### src/rtl/sevseg_pkg.sv
// Shared constants, types and the segment pattern table of the seven-segment scan block.
package sevseg_pkg;

  localparam int NUM_DIGITS = 4;
  localparam int POS_W      = $clog2(NUM_DIGITS);
  localparam int CODE_W     = 4;
  localparam int SEG_W      = 8;
  localparam int VALUE_W    = 16;
  localparam int POINT_W    = 3;

  localparam logic [CODE_W-1:0]  ERROR_CODE  = 4'd14;
  localparam logic [SEG_W-1:0]   POINT_BIT   = 8'h20;
  localparam logic [SEG_W-1:0]   SEG_OFF     = 8'hFF;
  localparam logic [POINT_W-1:0] POINT_RESET = 3'd4;
  localparam int                 MAX_VALUE   = 9999;

  typedef enum logic {
    OP_TICK = 1'b0,
    OP_LOAD = 1'b1
  } op_e;

  typedef logic [CODE_W-1:0] code_array_t [NUM_DIGITS];

  typedef struct packed {
    logic fire;
    op_e  op;
  } scan_ctrl_t;

  function automatic logic [SEG_W-1:0] seg_pattern(input logic [CODE_W-1:0] code);
    logic [SEG_W-1:0] pat;
    case (code)
      4'd0:    pat = 8'hD7;
      4'd1:    pat = 8'h11;
      4'd2:    pat = 8'h8F;
      4'd3:    pat = 8'h9B;
      4'd4:    pat = 8'h59;
      4'd5:    pat = 8'hDA;
      4'd6:    pat = 8'hDE;
      4'd7:    pat = 8'h91;
      4'd8:    pat = 8'hDF;
      4'd9:    pat = 8'hDB;
      4'd10:   pat = 8'hDD;
      4'd11:   pat = 8'h5E;
      4'd12:   pat = 8'hC6;
      4'd13:   pat = 8'h1F;
      4'd14:   pat = 8'hCE;
      default: pat = 8'hCC;
    endcase
    return pat;
  endfunction

endpackage

### src/rtl/sevseg_if.sv
// Handshake channels for command items and display result items.
interface sevseg_cmd_if;
  import sevseg_pkg::*;
  logic               valid;
  logic               ready;
  logic               op;
  logic [VALUE_W-1:0] value;

  modport source (output valid, output op, output value, input ready);
  modport sink (input valid, input op, input value, output ready);
endinterface

interface sevseg_disp_if;
  import sevseg_pkg::*;
  logic                  valid;
  logic                  ready;
  logic [SEG_W-1:0]      segment_drive;
  logic [NUM_DIGITS-1:0] digit_enable;

  modport source (output valid, output segment_drive, output digit_enable, input ready);
  modport sink (input valid, input segment_drive, input digit_enable, output ready);
endinterface

### src/rtl/seven_segment_scan_with_bcd_core.sv
// Top level of the four-digit multiplexed seven-segment driver with decimal load.
// A command item passes through the input register and then the result register.
// Throughput: one item per cycle while the display side is ready, set by the input register and result register pair.
// Reset clears all digit codes to zero, the active position to zero and turns all
// segments off; the decimal point is set to none. No clearing pass is needed.
module seven_segment_scan_with_bcd_core (
  input  logic                           clk,
  input  logic                           rst,
  sevseg_cmd_if.sink                     cmd,
  sevseg_disp_if.source                  disp,
  input  logic                           wr_en,
  input  logic [sevseg_pkg::POINT_W-1:0] wr_data
);
  import sevseg_pkg::*;

  logic               in_valid;
  logic               in_op;
  logic [VALUE_W-1:0] in_value;
  logic               out_valid;
  logic [POINT_W-1:0] point_digit;
  logic               advance;
  scan_ctrl_t         ctrl;
  code_array_t        codes;

  assign advance    = !out_valid || disp.ready;
  assign cmd.ready  = !in_valid || advance;
  assign ctrl.fire  = in_valid && advance;
  assign ctrl.op    = op_e'(in_op);
  assign disp.valid = out_valid;

  always_ff @(posedge clk) begin
    if (rst) begin
      in_valid    <= 1'b0;
      out_valid   <= 1'b0;
      point_digit <= POINT_RESET;
    end else begin
      if (cmd.ready) begin
        in_valid <= cmd.valid;
      end
      if (advance) begin
        out_valid <= in_valid;
      end
      if (wr_en) begin
        point_digit <= wr_data;
      end
    end
  end

  always_ff @(posedge clk) begin
    if (cmd.valid && cmd.ready) begin
      in_op    <= cmd.op;
      in_value <= cmd.value;
    end
  end

  sevseg_bcd u_bcd (
    .value (in_value),
    .codes (codes)
  );

  sevseg_scan u_scan (
    .clk           (clk),
    .rst           (rst),
    .ctrl          (ctrl),
    .codes_in      (codes),
    .point_digit   (point_digit),
    .segment_latch (disp.segment_drive),
    .enable        (disp.digit_enable)
  );

endmodule

### src/rtl/sevseg_bcd.sv
// Binary to four-digit decimal conversion with an error pattern for out-of-range values.
module sevseg_bcd (
  input  logic [sevseg_pkg::VALUE_W-1:0] value,
  output sevseg_pkg::code_array_t        codes
);
  import sevseg_pkg::*;

  logic        in_range;
  logic [13:0] v;
  logic [30:0] p10;
  logic [30:0] p100;
  logic [30:0] p1000;
  logic [9:0]  q10;
  logic [6:0]  q100;
  logic [3:0]  q1000;
  logic [13:0] ones;
  logic [9:0]  tens;
  logic [6:0]  hundreds;

  // Quotients come from reciprocal multiplications that are exact below ten thousand.
  always_comb begin
    in_range = !value[VALUE_W-1] && ({1'b0, value[VALUE_W-2:0]} <= VALUE_W'(MAX_VALUE));
    v        = value[13:0];
    p10      = 31'(v) * 31'(52429);
    p100     = 31'(v) * 31'(5243);
    p1000    = 31'(v) * 31'(8389);
    q10      = p10[28:19];
    q100     = p100[25:19];
    q1000    = p1000[26:23];
    ones     = v - 14'(q10) * 14'd10;
    tens     = q10 - 10'(q100) * 10'd10;
    hundreds = q100 - 7'(q1000) * 7'd10;
    if (in_range) begin
      codes[0] = q1000;
      codes[1] = hundreds[3:0];
      codes[2] = tens[3:0];
      codes[3] = ones[3:0];
    end else begin
      codes = '{default: ERROR_CODE};
    end
  end

endmodule

### src/rtl/sevseg_scan.sv
// Digit store, active position counter and segment latch of the display scan.
module sevseg_scan (
  input  logic                             clk,
  input  logic                             rst,
  input  sevseg_pkg::scan_ctrl_t           ctrl,
  input  sevseg_pkg::code_array_t          codes_in,
  input  logic [sevseg_pkg::POINT_W-1:0]   point_digit,
  output logic [sevseg_pkg::SEG_W-1:0]     segment_latch,
  output logic [sevseg_pkg::NUM_DIGITS-1:0] enable
);
  import sevseg_pkg::*;

  code_array_t      digit_codes;
  logic [POS_W-1:0] active_position;
  logic [POS_W-1:0] position_next;
  logic [SEG_W-1:0] segment_latch_next;
  logic [SEG_W-1:0] pat;
  logic             point_here;

  always_comb begin
    position_next = (active_position == POS_W'(NUM_DIGITS - 1)) ? '0
                                                                 : active_position + 1'b1;
    pat           = seg_pattern(digit_codes[position_next]);
    point_here    = (point_digit < POINT_W'(NUM_DIGITS)) &&
                    (POINT_W'(position_next) == POINT_W'(NUM_DIGITS - 1) - point_digit);
    segment_latch_next = ~(pat | (point_here ? POINT_BIT : '0));
  end

  always_comb begin
    enable                  = '0;
    enable[active_position] = 1'b1;
  end

  always_ff @(posedge clk) begin
    if (rst) begin
      digit_codes     <= '{default: '0};
      active_position <= '0;
      segment_latch   <= SEG_OFF;
    end else if (ctrl.fire) begin
      if (ctrl.op == OP_LOAD) begin
        digit_codes <= codes_in;
      end else begin
        active_position <= position_next;
        segment_latch   <= segment_latch_next;
      end
    end
  end

endmodule

### src/flat_wrapper.sv
// flat-port wrapper written by rule: the top's interface ports become plain ports
module seven_segment_scan_with_bcd_core_flat import sevseg_pkg::*;
  (clk, rst, wr_en, wr_data, cmd_valid, cmd_op, cmd_value, cmd_ready, disp_valid, disp_segment_drive, disp_digit_enable, disp_ready);
  sevseg_cmd_if cmd_i ();
  sevseg_disp_if disp_i ();
  input  logic clk;
  input  logic rst;
  input  logic wr_en;
  input  logic [sevseg_pkg::POINT_W-1:0] wr_data;
  input wire logic [$bits(cmd_i.valid)-1:0] cmd_valid;
  input wire logic [$bits(cmd_i.op)-1:0] cmd_op;
  input wire logic [$bits(cmd_i.value)-1:0] cmd_value;
  output wire logic [$bits(cmd_i.ready)-1:0] cmd_ready;
  output wire logic [$bits(disp_i.valid)-1:0] disp_valid;
  output wire logic [$bits(disp_i.segment_drive)-1:0] disp_segment_drive;
  output wire logic [$bits(disp_i.digit_enable)-1:0] disp_digit_enable;
  input wire logic [$bits(disp_i.ready)-1:0] disp_ready;
  assign cmd_i.valid = cmd_valid;
  assign cmd_i.op = cmd_op;
  assign cmd_i.value = cmd_value;
  assign cmd_ready = cmd_i.ready;
  assign disp_valid = disp_i.valid;
  assign disp_segment_drive = disp_i.segment_drive;
  assign disp_digit_enable = disp_i.digit_enable;
  assign disp_i.ready = disp_ready;
  seven_segment_scan_with_bcd_core u_core (.clk(clk), .rst(rst), .cmd(cmd_i), .disp(disp_i), .wr_en(wr_en), .wr_data(wr_data));
endmodule
### config.mk
export PLATFORM = sky130hd
export DESIGN_NAME = seven_segment_scan_with_bcd_core_flat
export DESIGN_NICKNAME = d
export VERILOG_FILES = /design/src/rtl/sevseg_pkg.sv /design/src/rtl/sevseg_if.sv /design/src/rtl/seven_segment_scan_with_bcd_core.sv /design/src/rtl/sevseg_bcd.sv /design/src/rtl/sevseg_scan.sv /design/src/flat_wrapper.sv
export SDC_FILE = /design/constraint.sdc
export NUM_CORES = 1
export LEC_CHECK = 0
export BUFFER_PORTS_ARGS = -buffer_cell sky130_fd_sc_hd__clkbuf_2
export CAP_MARGIN = 0
export CORE_MARGIN = 4
export CORE_UTILIZATION = 40
export CTS_CLUSTER_SIZE = 20
export DETAILED_ROUTE_END_ITERATION = 12
export GPL_ROUTABILITY_DRIVEN = 0
export PLACE_DENSITY = 0.56
export SLEW_MARGIN = 0
export SYNTH_ARGS = -nofsm -noshare
export SYNTH_HDL_FRONTEND = slang
export SYNTH_HIERARCHICAL = 1
export SYNTH_SLANG_ARGS = --single-unit
### constraint.sdc
create_clock -name clk -period 18.4 [get_ports clk]
set_input_delay 3.68 -clock clk [delete_from_list [all_inputs] [get_ports clk]]
set_output_delay 3.68 -clock clk [all_outputs]
set_load 0.02 [all_outputs]
# Word level (Yosys, flattened, before mapping)
# Memory sizes are Yosys's and may differ from the RTL's.
# Cells that the tools add are included.
# op_classes
muxes	8
n_addsub	5
n_eq_ne	2
n_mul	6
n_lt_le_gt_ge	5
n_bitwise	4
n_reduce_logical	12
# op_table
cell	count
$mul A14 B16 Y29 const B	1
$mul A14 B14 Y27 const B	1
$mul A14 B13 Y26 const B	1
$mux W16	1
$le A15 B14 Y1 const B	1
$sub A4 B4 Y4	3
$mul A10 B3 Y3 const B	1
$bmux W4 S2	1
$mux W4	2
$not A8 Y8	1
$or A8 B6 Y8	1
$mul A7 B3 Y3 const B	1
$mux W6	1
$logic_and A1 B1 Y1	5
$mul A4 B3 Y3 const B	1
$reduce_and A2 Y1	2
$eq A2 B3 Y1	1
$ge A3 B3 Y1 const B	1
$logic_not A1 Y1	3
$lt A2 B3 Y1 const B	1
$lt A3 B3 Y1 const B	1
$not A2 Y3	1
$sub A2 B3 Y3 const A	1
$add A2 B1 Y2 const B	1
7 further kinds	8
# totals
regBits	48
mem_bits_ro	112
mem_count	1
# mem_list
memory	depth	width	rd	rd_clocked_by_memory_dff	write_ports	line_no	rtl
(no name shown)	16	7	1	0	0	sevseg_pkg.sv:31	case (code)

# Logic depth before layout (Yosys ltp)
# An unclocked memory read counts as a cell.
# depth
ltp_word	9
ltp_mapped	31
mapped_depth_nobuf	31

# Cells and area by module
# Netlist, hierarchy kept.
# by_module_without_submodules
mod	cells_each	area_each_um2	seq_area_each_um2	instances
sevseg_bcd	861	8129.0	0.0	1
sevseg_scan	157	1341.3	520.5	1
seven_segment_scan_with_bcd_core	36	696.9	610.6	1

# Worst setup path after synthesis
# No wires, ideal clock.
# synth_path
kind	input port to output port
from	input port disp_ready
to	output port cmd_ready
stages	1
arrival_time_ns	3.957
slack_ns	10.763
path_cell_list	nand3b_1
# synth_between
elab_chain_len	2
# synth_lines
element	line_no	rtl
start, declared	flat_wrapper.sv:17	input wire logic [$bits(disp_i.ready)-1:0] disp_ready;
$logic_or A1 B1 Y1	seven_segment_scan_with_bcd_core.sv:25	assign advance = !out_valid || disp.ready;
$logic_or A1 B1 Y1	seven_segment_scan_with_bcd_core.sv:26	assign cmd.ready = !in_valid || advance;
end, declared	flat_wrapper.sv:13	output wire logic [$bits(cmd_i.ready)-1:0] cmd_ready;
# Every way passes these cells.

# Final worst setup path
# Ends and elaborated chain as after synthesis.

==> results_dict.tcl <==
set metrics [dict create \
    outcome "finished clean" \
    clock_power_share 0.067 \
    peakVddDrop_mv 0.192 \
    detail_route.wl_per_cell_um 16.7 \
    first_pass_iters 4 \
    antenna_found_initial 0 \
    grt_pass1_vias 7324 \
    crit_arrival_ns 4.11 \
    skew_ns 0.0146 \
    worst-r2r-cell-count 31 \
    synth_nets 1463 \
    ys_seq_area_frac 0.111 \
    p_sw_w 0.000820 \
    synth_adder_area_share 0.573 \
    clk_pin_slew_ns 0.07 \
    cts.path.max_buffers 2 \
    synth_cell_types 63 \
    intPower_w 0.000779 \
    muxShareOfSynthArea 0.0158 \
    fin_crit_sh 0.424 \
    hold_path_depth 2 \
    p_leak_nw 5.79 \
    met2_length_mm 11.2 \
    highest_layer "met4" \
    multi_input_area_um2 7920 \
    grt_max_degree 33 \
    fin_util 0.434 \
    vias 7017 \
    critPathBufInv 2 \
    grt_first_pass_wirelength_mm 39.1 \
    die_w_um 167 \
    maxSlewHeadroom 0.313 \
    cts_repair_resize_count 0 \
    criticalPathCategory "primary input to output pin" \
    wl_met1_mm 11.4 \
    max_freq_mhz 128 \
    cts_sinks 48 \
    drive_gt1_frac 0.0624 \
    synth_xor_xnor_area_share 0.0319 \
    n_antenna_cell 0 \
    via_per_inst 4.94 \
    area_delta_synth_final_pct 7.15 \
    drt_wl_total_mm 23.7 \
    tightestPinTransition_ns 1.03 \
    cts.htree.levels 2 \
    drc 0 \
    cpMostUsedCell "clkbuf_2" \
    synth_compound_area_frac 0.0858 \
    path_cells "clkbuf_2 -> nand3b_1 -> clkbuf_2" \
    placement.cell_area_um2 10700 \
    cts_setup_buffers 0 \
    drv_cap 0 \
    timing.setup.tns_ns 0 \
    required_ns 14.72 \
    synth_edf_count 17 \
    yosys.area_share.simple 0.0724 \
    critical_path_depth 3 \
    crit_slowest_cell "nand3b_1" \
    synthArstFlopShare 0 \
    cpLargestDelayFamily "buffers and inverters" \
    grt_setup_unrepaired "no" \
    hpwlAfterDp_mm 20.3 \
    worstHoldStart "u_core/u_scan/digit_codes[8]$_SDFFE_PP0P_" \
    hold_viol_final 0 \
    ios 39 \
    hp-class "flop to flop" \
    core-area_um2 25100 \
    finalMaxSlewViolations 0 \
    setup_violations 0 \
    syn_inst 1054 \
    wl_met3_um 656 \
    endpoint_kind "output pin" \
    p_sw_frac 0.513 \
    drt-initial-drc-count 256 \
    regArea_um2 1130 \
    die_area_um2 28000 \
    synth_top_family_by_area "adder cells" \
    fin_nets 1498 \
    initial_core_util 0.405 \
    grt_overflow_total 0 \
    n_fill_cell 2541 \
    grt.total_usage 0.176 \
    critical_path.startpoint "disp_ready" \
    cts_tree "yes" \
    die_h_um 167 \
    start_kind "primary input" \
    synth-warning-count 6 \
    row_count 58 \
    cp_slowest_stage_delay_ns 0.18 \
    stdcell_area_um2 10900 \
    postCtsHoldBufs 0 \
    ant_nets 0 \
    p_comb_frac 0.852 \
    powerDensity_nw_per_um2 147 \
    sequentialPowerShare 0.081 \
    synth_area_um2 10200 \
    layout_min_cycle_time_ns 7.79 \
    ys_seq_elements 48 \
    path_max_fanout 3 \
    timing.rr.start "u_core/in_value[12]$_DFFE_PP_" \
    port_buffers 38 \
    cts-root-buf "clkbuf_16" \
    syn_avg_cell_area_um2 9.65 \
    synth-main-ff-cell "dfxtp_1" \
    clk_latency_ns 0.31 \
    numCtsBuffers 5 \
]
cell families after synthesis:
family                     after synthesis
DFF                                     48
and+or+nand+nor                        150
muxes                                   10
xor gates and xnor gates                33
adders and majority gates              384
buffers and inverters                  293
AOI/OAI and AO/OA                      136
metal layers:
metal,up-vias,global-route usage
met5,-,0
met4,0,0.0318
met3,22,0.0205
met2,85,0.294
met1,3435,0.249
li1,3475,-
worst reg2reg max path: cells and delay by family (launching register included):
kind / cells / cell delay [ns]
fa+ha+maj: 8 / 3.31
xor+xnor: 8 / 1.57
compound gates: 5 / 0.80
flops: 1 / 0.76
buf+inv: 7 / 0.72
simple gates: 3 / 0.25
stage by stage:
stage | setup WS, ns | hold slack, ns | power (W) | cells
CTS | 10.61 | 0.457 | 0.00162 | 1420
global placement | 10.62 | 0.439 | 0.00148 | 1412
finish | 10.61 | 0.456 | 0.00160 | 1420
detailed placement | 10.61 | 0.447 | 0.00149 | 1412
floorplan | 10.76 | 0.428 | 0.00119 | 1054
global route | 10.22 | 0.486 | 0.00183 | 1420
synthesized netlist by cell type, drive strengths merged, types with 2 or more instances:
master | number | area [µm²]
a211o | 2 | 17.5
a211oi | 6 | 50.1
a21o | 15 | 113
a21oi | 55 | 287
a221oi | 4 | 35.0
a31oi | 8 | 50.1
a41oi | 2 | 17.5
and2 | 7 | 45.1
and2b | 2 | 17.5
and3 | 3 | 18.8
and4 | 2 | 20.0
buf | 5 | 37.5
clkbuf | 9 | 33.8
dfxtp | 31 | 621
edfxtp | 17 | 510
fa | 136 | 2720
ha | 248 | 3100
inv | 279 | 1050
mux2 | 2 | 22.5
mux2i | 4 | 40.0
mux4 | 4 | 97.6
nand2 | 67 | 251
nand2b | 8 | 50.1
nand3 | 8 | 40.0
nand3b | 2 | 15.0
nand4 | 11 | 68.8
nor2 | 19 | 71.3
nor2b | 5 | 31.3
nor3 | 6 | 30.0
nor4 | 3 | 25.0
o2111ai | 3 | 26.3
o211ai | 6 | 50.1
o21a | 3 | 22.5
o21ai | 17 | 85.1
o21bai | 3 | 22.5
o22ai | 2 | 12.5
o31ai | 4 | 30.0
or2 | 3 | 18.8
xnor2 | 22 | 193
xnor3 | 2 | 45.0
xor2 | 9 | 86.3
cell usage in the layout, fill, tap and decap left out, types with 6 or more instances in the layout:
cell type and count:
inv_1 279, ha_1 248, fa_1 136, nand2_1 67, a21oi_1 52, clkbuf_2 38, dfxtp_1 31, xnor2_1 22
nor2_1 19, edfxtp_1 17, a21o_1 15, o21ai_0 13, nand4_1 11, nand2b_1 8, nand3_1 8, a31oi_1 8
xor2_1 8, clkbuf_16 6, and2_1 6, nor3_1 6
area by class of cell:
class	instances	share of cell area
clock buffer	6	0.0138
clock inverter	2	0.00138
inverter	279	0.0961
multi-input combinational	713	0.727
sequential	48	0.104
tap	330	0.0379
timing repair buffer	42	0.0202
path summary, 6_finish.rpt:
path              slack, ns                                   endpoint
setup / recovery      10.61                                  cmd_ready
hold / removal         0.46  u_core/u_scan/digit_codes[8]$_SDFFE_PP0P_
setup reg to reg      10.82  u_core/u_scan/digit_codes[7]$_SDFFE_PP0P_
hold reg to reg        0.46  u_core/u_scan/digit_codes[8]$_SDFFE_PP0P_
state kept, by name, indices dropped and copies added (netlist names):
register,flops
u_core/in_valid,1
u_core/u_scan/digit_codes,16
u_core/in_value,16
u_core/u_scan/segment_latch,8
u_core/u_scan/active_position,2
u_core/point_digit,3
u_core/disp.valid,1
u_core/in_op,1
power by group through the flow:
| stage | clock network (W) | logic (W) | registers (W) |
|---|---|---|---|
| floorplan | 0 | 0.00106 | 0.000130 |
| global placement | 0 | 0.00134 | 0.000132 |
| detailed placement | 0 | 0.00136 | 0.000132 |
| CTS | 0.000112 | 0.00138 | 0.000129 |
| global route | 0.000115 | 0.00158 | 0.000131 |
| finish | 0.000107 | 0.00136 | 0.000129 |
(Power assumes the default switching activity.)
